## config.mk

```make
export PLATFORM = sky130hd
export DESIGN_NAME = sliding_window_min_max_average
export DESIGN_NICKNAME = d
export VERILOG_FILES = /design/src/rtl/core/swmma_pkg.sv /design/src/rtl/core/swmma_ram.sv /design/src/rtl/core/sliding_window_min_max_average.sv
export SDC_FILE = /design/constraint.sdc
export NUM_CORES = 1
export LEC_CHECK = 0
export ABC_AREA = 1
export BUFFER_PORTS_ARGS = -buffer_cell sky130_fd_sc_hd__buf_2
export CAP_MARGIN = 15
export CORE_UTILIZATION = 62
export DETAILED_ROUTE_END_ITERATION = 16
export GPL_TIMING_DRIVEN = 0
export PLACE_DENSITY = 0.8
export SLEW_MARGIN = 20
export SYNTH_ARGS = -nofsm -noshare
export SYNTH_HDL_FRONTEND = slang
export SYNTH_SLANG_ARGS = --single-unit
```

## constraint.sdc

```tcl
create_clock -name clk -period 5.4 [get_ports clk]
set_input_delay 1.08 -clock clk [delete_from_list [all_inputs] [get_ports clk]]
set_output_delay 1.08 -clock clk [all_outputs]
set_load 0.005 [all_outputs]
```

## src/rtl/core/swmma_pkg.sv

```systemverilog
package swmma_pkg;

	localparam int WINDOW = 16;
	localparam int DATA_W = 24;
	localparam int PTR_W  = $clog2(WINDOW);
	localparam int CNT_W  = $clog2(WINDOW + 1);
	localparam int SUM_W  = DATA_W + $clog2(WINDOW);
	localparam int STEP_W = $clog2(SUM_W + 1);

	typedef struct packed {
		logic signed [DATA_W-1:0] sample;
		logic                     last_of_series;
	} req_t;

	typedef struct packed {
		logic signed [DATA_W-1:0] average;
		logic signed [DATA_W-1:0] maximum;
		logic signed [DATA_W-1:0] minimum;
	} rsp_t;

endpackage

```

## src/rtl/core/swmma_ram.sv

```systemverilog
module swmma_ram #(
	parameter int WIDTH = 8,
	parameter int DEPTH = 16
) (
	input  logic                     clk,
	input  logic                     we,
	input  logic [$clog2(DEPTH)-1:0] waddr,
	input  logic [WIDTH-1:0]         wdata,
	input  logic [$clog2(DEPTH)-1:0] raddr,
	output logic [WIDTH-1:0]         rdata
);

	logic [WIDTH-1:0] mem [DEPTH];

	always_ff @(posedge clk) begin
		if (we) begin
			mem[waddr] <= wdata;
		end
		rdata <= mem[raddr];
	end

endmodule

```

## src/rtl/core/sliding_window_min_max_average.sv

```systemverilog
// Channel   Direction  Handshake             Payload
// request   in         req_valid/req_ready   req (sample, last_of_series)
// result    out        rsp_valid/rsp_ready   rsp (average, maximum, minimum)
//
// One request at a time: after the accept edge the oldest sample is dropped when the
// window is full, the new sample is inserted, the held samples are scanned through the
// RAM read port, a restoring divide runs at one quotient bit a cycle, and the result
// is loaded into the result register. Reset empties the window and clears the result
// valid.
// A result waiting in the output register blocks only the final load, not accept.
module sliding_window_min_max_average (
	input  logic              clk,
	input  logic              arst_n,
	input  logic              req_valid,
	output logic              req_ready,
	input  swmma_pkg::req_t   req,
	output logic              rsp_valid,
	input  logic              rsp_ready,
	output swmma_pkg::rsp_t   rsp
);

	localparam int WINDOW = swmma_pkg::WINDOW;
	localparam int DATA_W = swmma_pkg::DATA_W;
	localparam int PTR_W  = swmma_pkg::PTR_W;
	localparam int CNT_W  = swmma_pkg::CNT_W;
	localparam int SUM_W  = swmma_pkg::SUM_W;
	localparam int STEP_W = swmma_pkg::STEP_W;

	typedef enum logic [5:0] {
		ST_IDLE   = 6'b000001,
		ST_DROP   = 6'b000010,
		ST_INSERT = 6'b000100,
		ST_SCAN   = 6'b001000,
		ST_DIV    = 6'b010000,
		ST_DONE   = 6'b100000
	} state_t;

	state_t                   state_q;
	logic [PTR_W-1:0]         ptr_q;
	logic [CNT_W-1:0]         cnt_q;
	logic [CNT_W-1:0]         idx_q;
	logic signed [SUM_W-1:0]  sum_q;
	logic                     rd_vld_s1;
	logic [STEP_W-1:0]        step_q;
	logic                     rsp_valid_q;

	swmma_pkg::req_t          req_q;
	swmma_pkg::rsp_t          rsp_q;
	logic signed [DATA_W-1:0] hi_q;
	logic signed [DATA_W-1:0] lo_q;
	logic [SUM_W-1:0]         quo_q;
	logic [CNT_W-1:0]         rem_q;
	logic                     neg_q;

	logic                     ram_we;
	logic [PTR_W-1:0]         ram_waddr;
	logic [PTR_W-1:0]         ram_raddr;
	logic [DATA_W-1:0]        ram_rdata;
	logic signed [DATA_W-1:0] rd_sample;

	logic                     scan_issue;
	logic                     rsp_load;
	logic [CNT_W:0]           trial_shift;
	logic [CNT_W:0]           trial_diff;
	logic                     trial_fits;
	logic [SUM_W-1:0]         sum_mag;
	logic [SUM_W-1:0]         avg_full;

	function automatic logic [PTR_W-1:0] wrap_add(logic [PTR_W-1:0] a, logic [CNT_W-1:0] b);
		logic [CNT_W:0] s;
		s = (CNT_W+1)'(a) + (CNT_W+1)'(b);
		if (s >= (CNT_W+1)'(WINDOW)) begin
			s = s - (CNT_W+1)'(WINDOW);
		end
		return s[PTR_W-1:0];
	endfunction

	function automatic logic signed [SUM_W-1:0] sext(logic [DATA_W-1:0] v);
		return {{(SUM_W-DATA_W){v[DATA_W-1]}}, v};
	endfunction

	swmma_ram #(
		.WIDTH(DATA_W),
		.DEPTH(WINDOW)
	) u_store (
		.clk   (clk),
		.we    (ram_we),
		.waddr (ram_waddr),
		.wdata (req_q.sample),
		.raddr (ram_raddr),
		.rdata (ram_rdata)
	);

	assign rd_sample  = $signed(ram_rdata);
	assign ram_we     = (state_q == ST_INSERT);
	assign ram_waddr  = wrap_add(ptr_q, cnt_q);
	assign ram_raddr  = (state_q == ST_SCAN) ? wrap_add(ptr_q, idx_q) : ptr_q;
	assign scan_issue = (state_q == ST_SCAN) && (idx_q < cnt_q);

	assign req_ready  = (state_q == ST_IDLE);
	assign rsp_valid  = rsp_valid_q;
	assign rsp        = rsp_q;
	assign rsp_load   = (state_q == ST_DONE) && (!rsp_valid_q || rsp_ready);

	// one restoring divide step on the magnitude of the sum
	assign trial_shift = {rem_q, quo_q[SUM_W-1]};
	assign trial_diff  = trial_shift - {1'b0, cnt_q};
	assign trial_fits  = (trial_shift >= {1'b0, cnt_q});

	assign sum_mag  = sum_q[SUM_W-1] ? SUM_W'(-sum_q) : SUM_W'(sum_q);
	assign avg_full = neg_q ? (~quo_q + SUM_W'(1)) : quo_q;

	always_ff @(posedge clk or negedge arst_n) begin
		if (!arst_n) begin
			state_q     <= ST_IDLE;
			ptr_q       <= '0;
			cnt_q       <= '0;
			idx_q       <= '0;
			sum_q       <= '0;
			rd_vld_s1   <= 1'b0;
			step_q      <= '0;
			rsp_valid_q <= 1'b0;
		end else begin
			if (rsp_load) begin
				rsp_valid_q <= 1'b1;
			end else if (rsp_ready) begin
				rsp_valid_q <= 1'b0;
			end
			case (state_q)
				ST_IDLE: begin
					if (req_valid) begin
						state_q <= (cnt_q == CNT_W'(WINDOW)) ? ST_DROP : ST_INSERT;
					end
				end
				ST_DROP: begin
					// oldest sample was read in the accept cycle
					sum_q   <= sum_q - sext(ram_rdata);
					ptr_q   <= (ptr_q == PTR_W'(WINDOW - 1)) ? '0 : ptr_q + PTR_W'(1);
					cnt_q   <= CNT_W'(WINDOW - 1);
					state_q <= ST_INSERT;
				end
				ST_INSERT: begin
					cnt_q   <= cnt_q + CNT_W'(1);
					sum_q   <= sum_q + sext(req_q.sample);
					idx_q   <= '0;
					state_q <= ST_SCAN;
				end
				ST_SCAN: begin
					rd_vld_s1 <= scan_issue;
					if (scan_issue) begin
						idx_q <= idx_q + CNT_W'(1);
					end
					if (!scan_issue && !rd_vld_s1) begin
						step_q  <= '0;
						state_q <= ST_DIV;
					end
				end
				ST_DIV: begin
					step_q <= step_q + STEP_W'(1);
					if (step_q == STEP_W'(SUM_W - 1)) begin
						state_q <= ST_DONE;
					end
				end
				ST_DONE: begin
					if (rsp_load) begin
						if (req_q.last_of_series) begin
							cnt_q <= '0;
							ptr_q <= '0;
							sum_q <= '0;
						end
						state_q <= ST_IDLE;
					end
				end
				default: begin
					state_q <= ST_IDLE;
				end
			endcase
		end
	end

	always_ff @(posedge clk) begin
		case (state_q)
			ST_IDLE: begin
				if (req_valid) begin
					req_q <= req;
				end
			end
			ST_INSERT: begin
				hi_q <= req_q.sample;
				lo_q <= req_q.sample;
			end
			ST_SCAN: begin
				if (rd_vld_s1) begin
					if (rd_sample > hi_q) begin
						hi_q <= rd_sample;
					end
					if (rd_sample < lo_q) begin
						lo_q <= rd_sample;
					end
				end
				if (!scan_issue && !rd_vld_s1) begin
					quo_q <= sum_mag;
					rem_q <= '0;
					neg_q <= sum_q[SUM_W-1];
				end
			end
			ST_DIV: begin
				rem_q <= trial_fits ? trial_diff[CNT_W-1:0] : trial_shift[CNT_W-1:0];
				quo_q <= {quo_q[SUM_W-2:0], trial_fits};
			end
			ST_DONE: begin
				if (rsp_load) begin
					rsp_q.average <= avg_full[DATA_W-1:0];
					rsp_q.maximum <= hi_q;
					rsp_q.minimum <= lo_q;
				end
			end
			default: begin
			end
		endcase
	end

endmodule
```

==> flow_summary.ini, run 1 <==
[finish]
fin_cells = 4086
antenna_cells = 0
final_common_cell = nand2_1
drive_gt1_share_pct = 8.68
final_cell_mix = nand2_1 (946), edfxtp_1 (563), inv_1 (449), nand3_1 (323), o21ai_0 (185)
fin_nets = 3503
synthToLayoutAreaGrowth_pct = 13.1

[grt]
grt_max_degree = 56
grt_overflow = 0
grt_use_total_pct = 35.4
first_global_vias = 23600
grt_pass1_wl_mm = 133
antenna_found_initial = 1

[placed_design]
pre_cts_slack_ns = 0.910
dp_hpwl_mm = 63.5
dp_cells = 3965
place_congestion = 0.914
port_buffers = 102

[clock_network]
cts_hold_buf = 0
cts_setup_buffers = 0
clock_latency_ns = 0.61
htreeDepth = 3
clk_pin_slew_ns = 0.06
cts_sinks = 642
cts_max_path_buffers = 3
cts_tree = built
cts_made_buffers = 66
cts_root_buf = clkbuf_16
cts.repair.resized = 0

[timing]
finalHoldViolCount = 0
worst_slack_ns = 0.757
final-max-slew-violation-count = 0
max_freq_ghz = 0.215
slew_headroom_pct = 33.2
skew_ns = 0.0226
layout_min_cycle_time_ns = 4.64
fin_crit_sh_pct = 86.0
worstMarginPinSlew_ns = 1.00
setup_viol = 0
rsz0062_at_grt = no

[logic_synthesis]
avgSynthCellArea_um2 = 9.64
synth_cells = 3179
synth.cell_area_mm2 = 0.0307
async_reset_ff_share_pct = 8.57
ys_types = 47
synth.area.top_cells = edfxtp_1 (55%), nand2_1 (12%), inv_1 (5.5%), nand3_1 (5.3%), dfrtp_1 (4.4%)
syn_nets = 3313
yosys_warnings = 0
synth-seq-cells = 642
synthFlopType = edfxtp_1
ys_seq_area_share_pct = 61.2
synth_edf_count = 563
yosysTopAreaCell = edfxtp_1
synth_top_area_share_pct = 55.2

[power]
finalPower_mw = 21.6
power_density_mw_per_mm2 = 622
peakVddDrop_v = 0.000365
p_leak_nw = 14.9

[floorplan]
initial_utilization_pct = 62.7
num_rows = 81
dieWidth_um = 224
core_area_mm2 = 0.0488
io_pins = 103
die_h_um = 224
dieArea_mm2 = 0.0503

[setup_path]
startpoint_type = flop
cp.required_ns = 5.88
arrival_ns = 5.12
reg2reg_from = state_q[0]
crit_start = state_q[0]
endpoint_kind = flop
path_class = reg -> reg
crit_path_max_fanout = 10

[routing]
vias_per_cell = 5.89
drc_errors = 0
drtPass1Iterations = 6
finalWirelength_mm = 88.1
ant_nets = 0
drt_iter0_drc = 2754
route.detailed.wl_per_inst_um = 21.6
vias = 24100

[hold_path]
min_from = lo_q[12]
hold_path.class = reg -> reg

[run]
maxCapViolCount = 0

[status]
status = finished clean
==> cell usage after synthesis, drive strengths merged, types with 2 or more instances <==
| master | n |
|---|---|
| nand2 | 950 |
| edfxtp | 563 |
| inv | 452 |
| nand3 | 324 |
| o21ai | 192 |
| nor2 | 165 |
| ha | 101 |
| a21oi | 85 |
| dfrtp | 54 |
| buf | 52 |
| clkbuf | 52 |
| xor2 | 45 |
| dfxtp | 24 |
| nand4 | 22 |
| nor3 | 20 |
| o22ai | 17 |
| xnor2 | 11 |
| o21a | 6 |
| o211ai | 5 |
| o21bai | 5 |
| a211oi | 4 |
| fa | 4 |
| o31ai | 4 |
| a21o | 3 |
| a31oi | 3 |
| nor4 | 3 |
| nand3b | 2 |
| nor2b | 2 |
| or2 | 2 |
==> worst paths after layout <==
| path | endpoint | slack (ns) | cells after the start |
|---|---|---|---|
| setup / recovery | sum_q[17] | 0.76 | 15 |
| hold / removal | rsp[12] | 0.45 | 0 |
| setup reg to reg | sum_q[17] | 0.76 | 15 |
| hold reg to reg | rsp[12] | 0.45 | 0 |
| max in group asynchronous | step_q[1] | 4.33 | 1 |
| min in group asynchronous | sum_q[21] | 0.54 | 1 |
==> critical path, stage by stage (launching register included) <==
cell and delay, ns:
dfstp_2 0.55, nor2_2 0.08, nand3_1 0.33, clkbuf_1 0.69, clkbuf_1 0.80, a21oi_1 0.28
ha_1 0.48, nand2_1 0.10, inv_1 0.12, nand2_1 0.15, nor2_1 0.36, nand4_1 0.22
nand3_1 0.16, nand2_1 0.06, nand2_1 0.05, o22ai_1 0.07
==> cell families (layout without fill, tap and decap cells) <==
group / count (synthesis) / after routing / share of synthesized area [%]
xor gates and xnor gates: 56 / 56 / 1.60
and+or+nand+nor: 1493 / 1493 / 20.1
adders and majority gates: 105 / 105 / 4.38
buffers and inverters: 557 / 800 / 7.05
DFF: 642 / 642 / 61.2
AOI/OAI and AO/OA: 326 / 326 / 5.66
==> power by group <==
part,internal [mW],switching (mW)
clock network,2.49,1.94
registers,6.46,0.897
logic,2.82,6.97
==> routing by layer <==
metal	vias up	part of all wire (%)	global-route usage, %
li1	10900	-	-
met1	11400	38	45.9
met2	1479	47	57.1
met3	303	10	6.23
met4	0	5.4	19.0
met5	-	0	0
==> layout make-up <==
| class | instances | area, um2 |
|---|---|---|
| Sequential cell | 642 | 18800 |
| Fill cell | 3527 | 14200 |
| Multi-Input combinational cell | 1980 | 9870 |
| Clock buffer | 95 | 1840 |
| Inverter | 453 | 1700 |
| Timing Repair Buffer | 122 | 981 |
| Tap cell | 664 | 831 |
| Buffer | 104 | 460 |
| Clock inverter | 26 | 224 |
==> through the flow <==
step / area [um2] / hold slack [ns] / TNS, ns / util, %
3_3_place_gp: 32000 / 0.432 / -20.53 / 65.5
2_1_floorplan: 30700 / 0.423 / 0 / -
6_report: 34700 / 0.445 / 0 / 71.0
3_5_place_dp: 32600 / 0.435 / 0 / 66.7
5_1_grt: 34700 / 0.452 / 0 / 71.0
4_1_cts: 34700 / 0.447 / 0 / 71.0
==> state kept, by name, indices dropped and copies added, names as in the netlist, 6 cells and up <==
name,count
rsp,72
req_q,25
sum_q,28
u_store.rdata,24
hi_q,24
state_q,6
u_store.mem,384
quo_q,28
lo_q,24
Power figures use the tool's default switching activity.
==> run 2: changes to the inputs <==
--- a/config.mk
+++ b/config.mk
@@ -12,6 +12,8 @@
 export DETAILED_ROUTE_END_ITERATION = 16
 export GPL_TIMING_DRIVEN = 0
 export PLACE_DENSITY = 0.8
+export REMOVE_ABC_BUFFERS = 1
+export SKIP_LAST_GASP = 1
 export SLEW_MARGIN = 20
 export SYNTH_ARGS = -nofsm -noshare
 export SYNTH_HDL_FRONTEND = slang
==> flow_summary.ini, run 2 (synthesis gave the netlist of run 1 again) <==
[grt]
grt_overflow = 0
antenna_found_initial = 4
grt_use_total_pct = 31.9
grt_max_degree = 84
grt_pass1_wl_mm = 122
first_global_vias = 22700

[setup_path]
timing.rr.end = sum_q[22]
cp.required_ns = 5.90
arrival_ns = 4.85
ff2ff_path_depth = 17
path_class = reg -> reg
crit_path_max_fanout = 34
startpoint_type = flop
r2r_slack_ns = 1.05
reg2reg_from = state_q[5]
endpoint_kind = flop

[timing]
fin_crit_sh_pct = 80.6
rsz0062_at_grt = no
final-max-slew-violation-count = 0
slew_headroom_pct = 25.4
skew_ns = 0.0224
setup_viol = 0
layout_min_cycle_time_ns = 4.35
finalHoldViolCount = 0
worstMarginPinSlew_ns = 1.12
max_freq_ghz = 0.230
holdWs_ns = 0.446

[clock_network]
cts_root_buf = clkbuf_16
cts_sinks = 642
cts_max_path_buffers = 3
clk_pin_slew_ns = 0.06
cts.repair.resized = 0
cts_setup_buffers = 0
cts_hold_buf = 0
cts_made_buffers = 66
cts_tree = built
htreeDepth = 3
clock_latency_ns = 0.62

[power]
p_int_mw = 12.0
p_seq_share_pct = 34.7
peakVddDrop_v = 0.000394
pwr-share-clk_pct = 21.6
power_density_mw_per_mm2 = 606
combPwrFrac_pct = 43.7
p_switching_mw = 9.06
p_sw_share_pct = 43.0
p_leak_nw = 14.9

[hold_path]
min_from = quo_q[0]
holdPathEnd = rsp[48]
hold_path.class = reg -> reg
min_path_cells = 0

[routing]
route.detailed.wl_per_inst_um = 19.7
ant_nets = 0
finalWirelength_mm = 78.8
vias = 22900
drt_iter0_drc = 2772
vias_per_cell = 5.73
drc_errors = 0
drtPass1Iterations = 7

[finish]
regArea_mm2 = 0.0188
final_common_cell = nand2_1
fillers = 3349
multi_input_area_mm2 = 0.00992
antenna_cells = 0
synthToLayoutAreaGrowth_pct = 13.3
largest_reg_flops = 384
largest_register = u_store.mem
final_util_pct = 71.1
final_cell_mix = nand2_1 (944), edfxtp_1 (563), inv_1 (446), nand3_1 (322), o21ai_0 (185)
fin_nets = 3412
drive_gt1_share_pct = 8.17

[floorplan]
io_pins = 103
die_h_um = 224
core_area_mm2 = 0.0488
num_rows = 81
initial_utilization_pct = 62.7
dieWidth_um = 224
dieArea_mm2 = 0.0503

[placed_design]
place_congestion = 0.974
port_buffers = 102
dp_hpwl_mm = 53.9

[run]
maxCapViolCount = 0

[status]
status = finished clean
## run 2: cell count changes in the layout (fill, tap and decap cells not counted), sizes merged
cell / change
buf: -39
clkbuf: -67
bufinv: +3
inv: +2
clkinv: +13
clkinvlp: -3
## run 2: routing by layer
| metal | part of all wire, % | track usage [%] |
|---|---|---|
| met2 | 49 | 54.4 |
| met5 | 0.017 | 0 |
| met1 | 39 | 40.2 |
| met3 | 7.4 | 4.66 |
| met4 | 4.5 | 15.3 |
## run 2: worst max path at each step
stage | startpoint | endpoint | slack (ns) | cells past startpoint
floorplan | state_q[5] | u_store.rdata[22] | -0.06 | 8
global placement | state_q[5] | u_store.rdata[5] | -3.86 | 7
global route | u_store.rdata[0] | sum_q[20] | 0.78 | 20
finish | state_q[5] | sum_q[22] | 1.05 | 17
CTS | state_q[5] | sum_q[22] | 1.15 | 17
detailed placement | state_q[1] | sum_q[22] | 1.16 | 17
## run 2: worst max-delay path, stage by stage (launching register included)
cell and delay [ns]:
dfrtp_1 0.45, nor2_4 0.25, nand3_2 0.28, buf_12 0.26
inv_1 0.82, nand2_1 0.09, o21ai_0 0.15, ha_1 0.33
fa_1 0.28, nand2_1 0.09, nand3_1 0.07, nand2_1 0.11
o21ai_0 0.40, nand3_1 0.26, nand3_1 0.17, nand2_1 0.06
nand3_1 0.07, nand2_1 0.06
## run 2: metrics by stage
stage / area, um2 / power (mW) / TNS (ns) / std cells / worst slack, ns
2_1_floorplan: 30200 / 13.3 / -1.22 / 3075 / -0.0618
3_3_place_gp: 31500 / 15.4 / -483.04 / 3841 / -3.86
3_5_place_dp: 32600 / 16.3 / 0 / 3874 / 1.16
4_1_cts: 34700 / 20.9 / 0 / 3995 / 1.15
5_1_grt: 34700 / 22.3 / 0 / 3995 / 0.776
6_report: 34700 / 21.1 / 0 / 3995 / 1.05
## run 2: final cells by class
cell class,instances,share of cell area [%]
flip-flops and latches,642,54.0
clock inverters,41,1.16
inverters,453,4.92
repair buffers,135,3.88
clock buffers,80,5.05
multi-input cells,1980,28.6
well taps,664,2.39
## run 2: power by group through the flow
stage | combinational, mW | clock (mW) | sequential [mW]
after detailed placement | 8.97 | 0 | 7.37
after global placement | 8.11 | 0 | 7.34
after global routing | 10.2 | 4.76 | 7.38
after floorplan | 6.23 | 0 | 7.02
after CTS | 9.05 | 4.57 | 7.27
final | 9.20 | 4.54 | 7.31
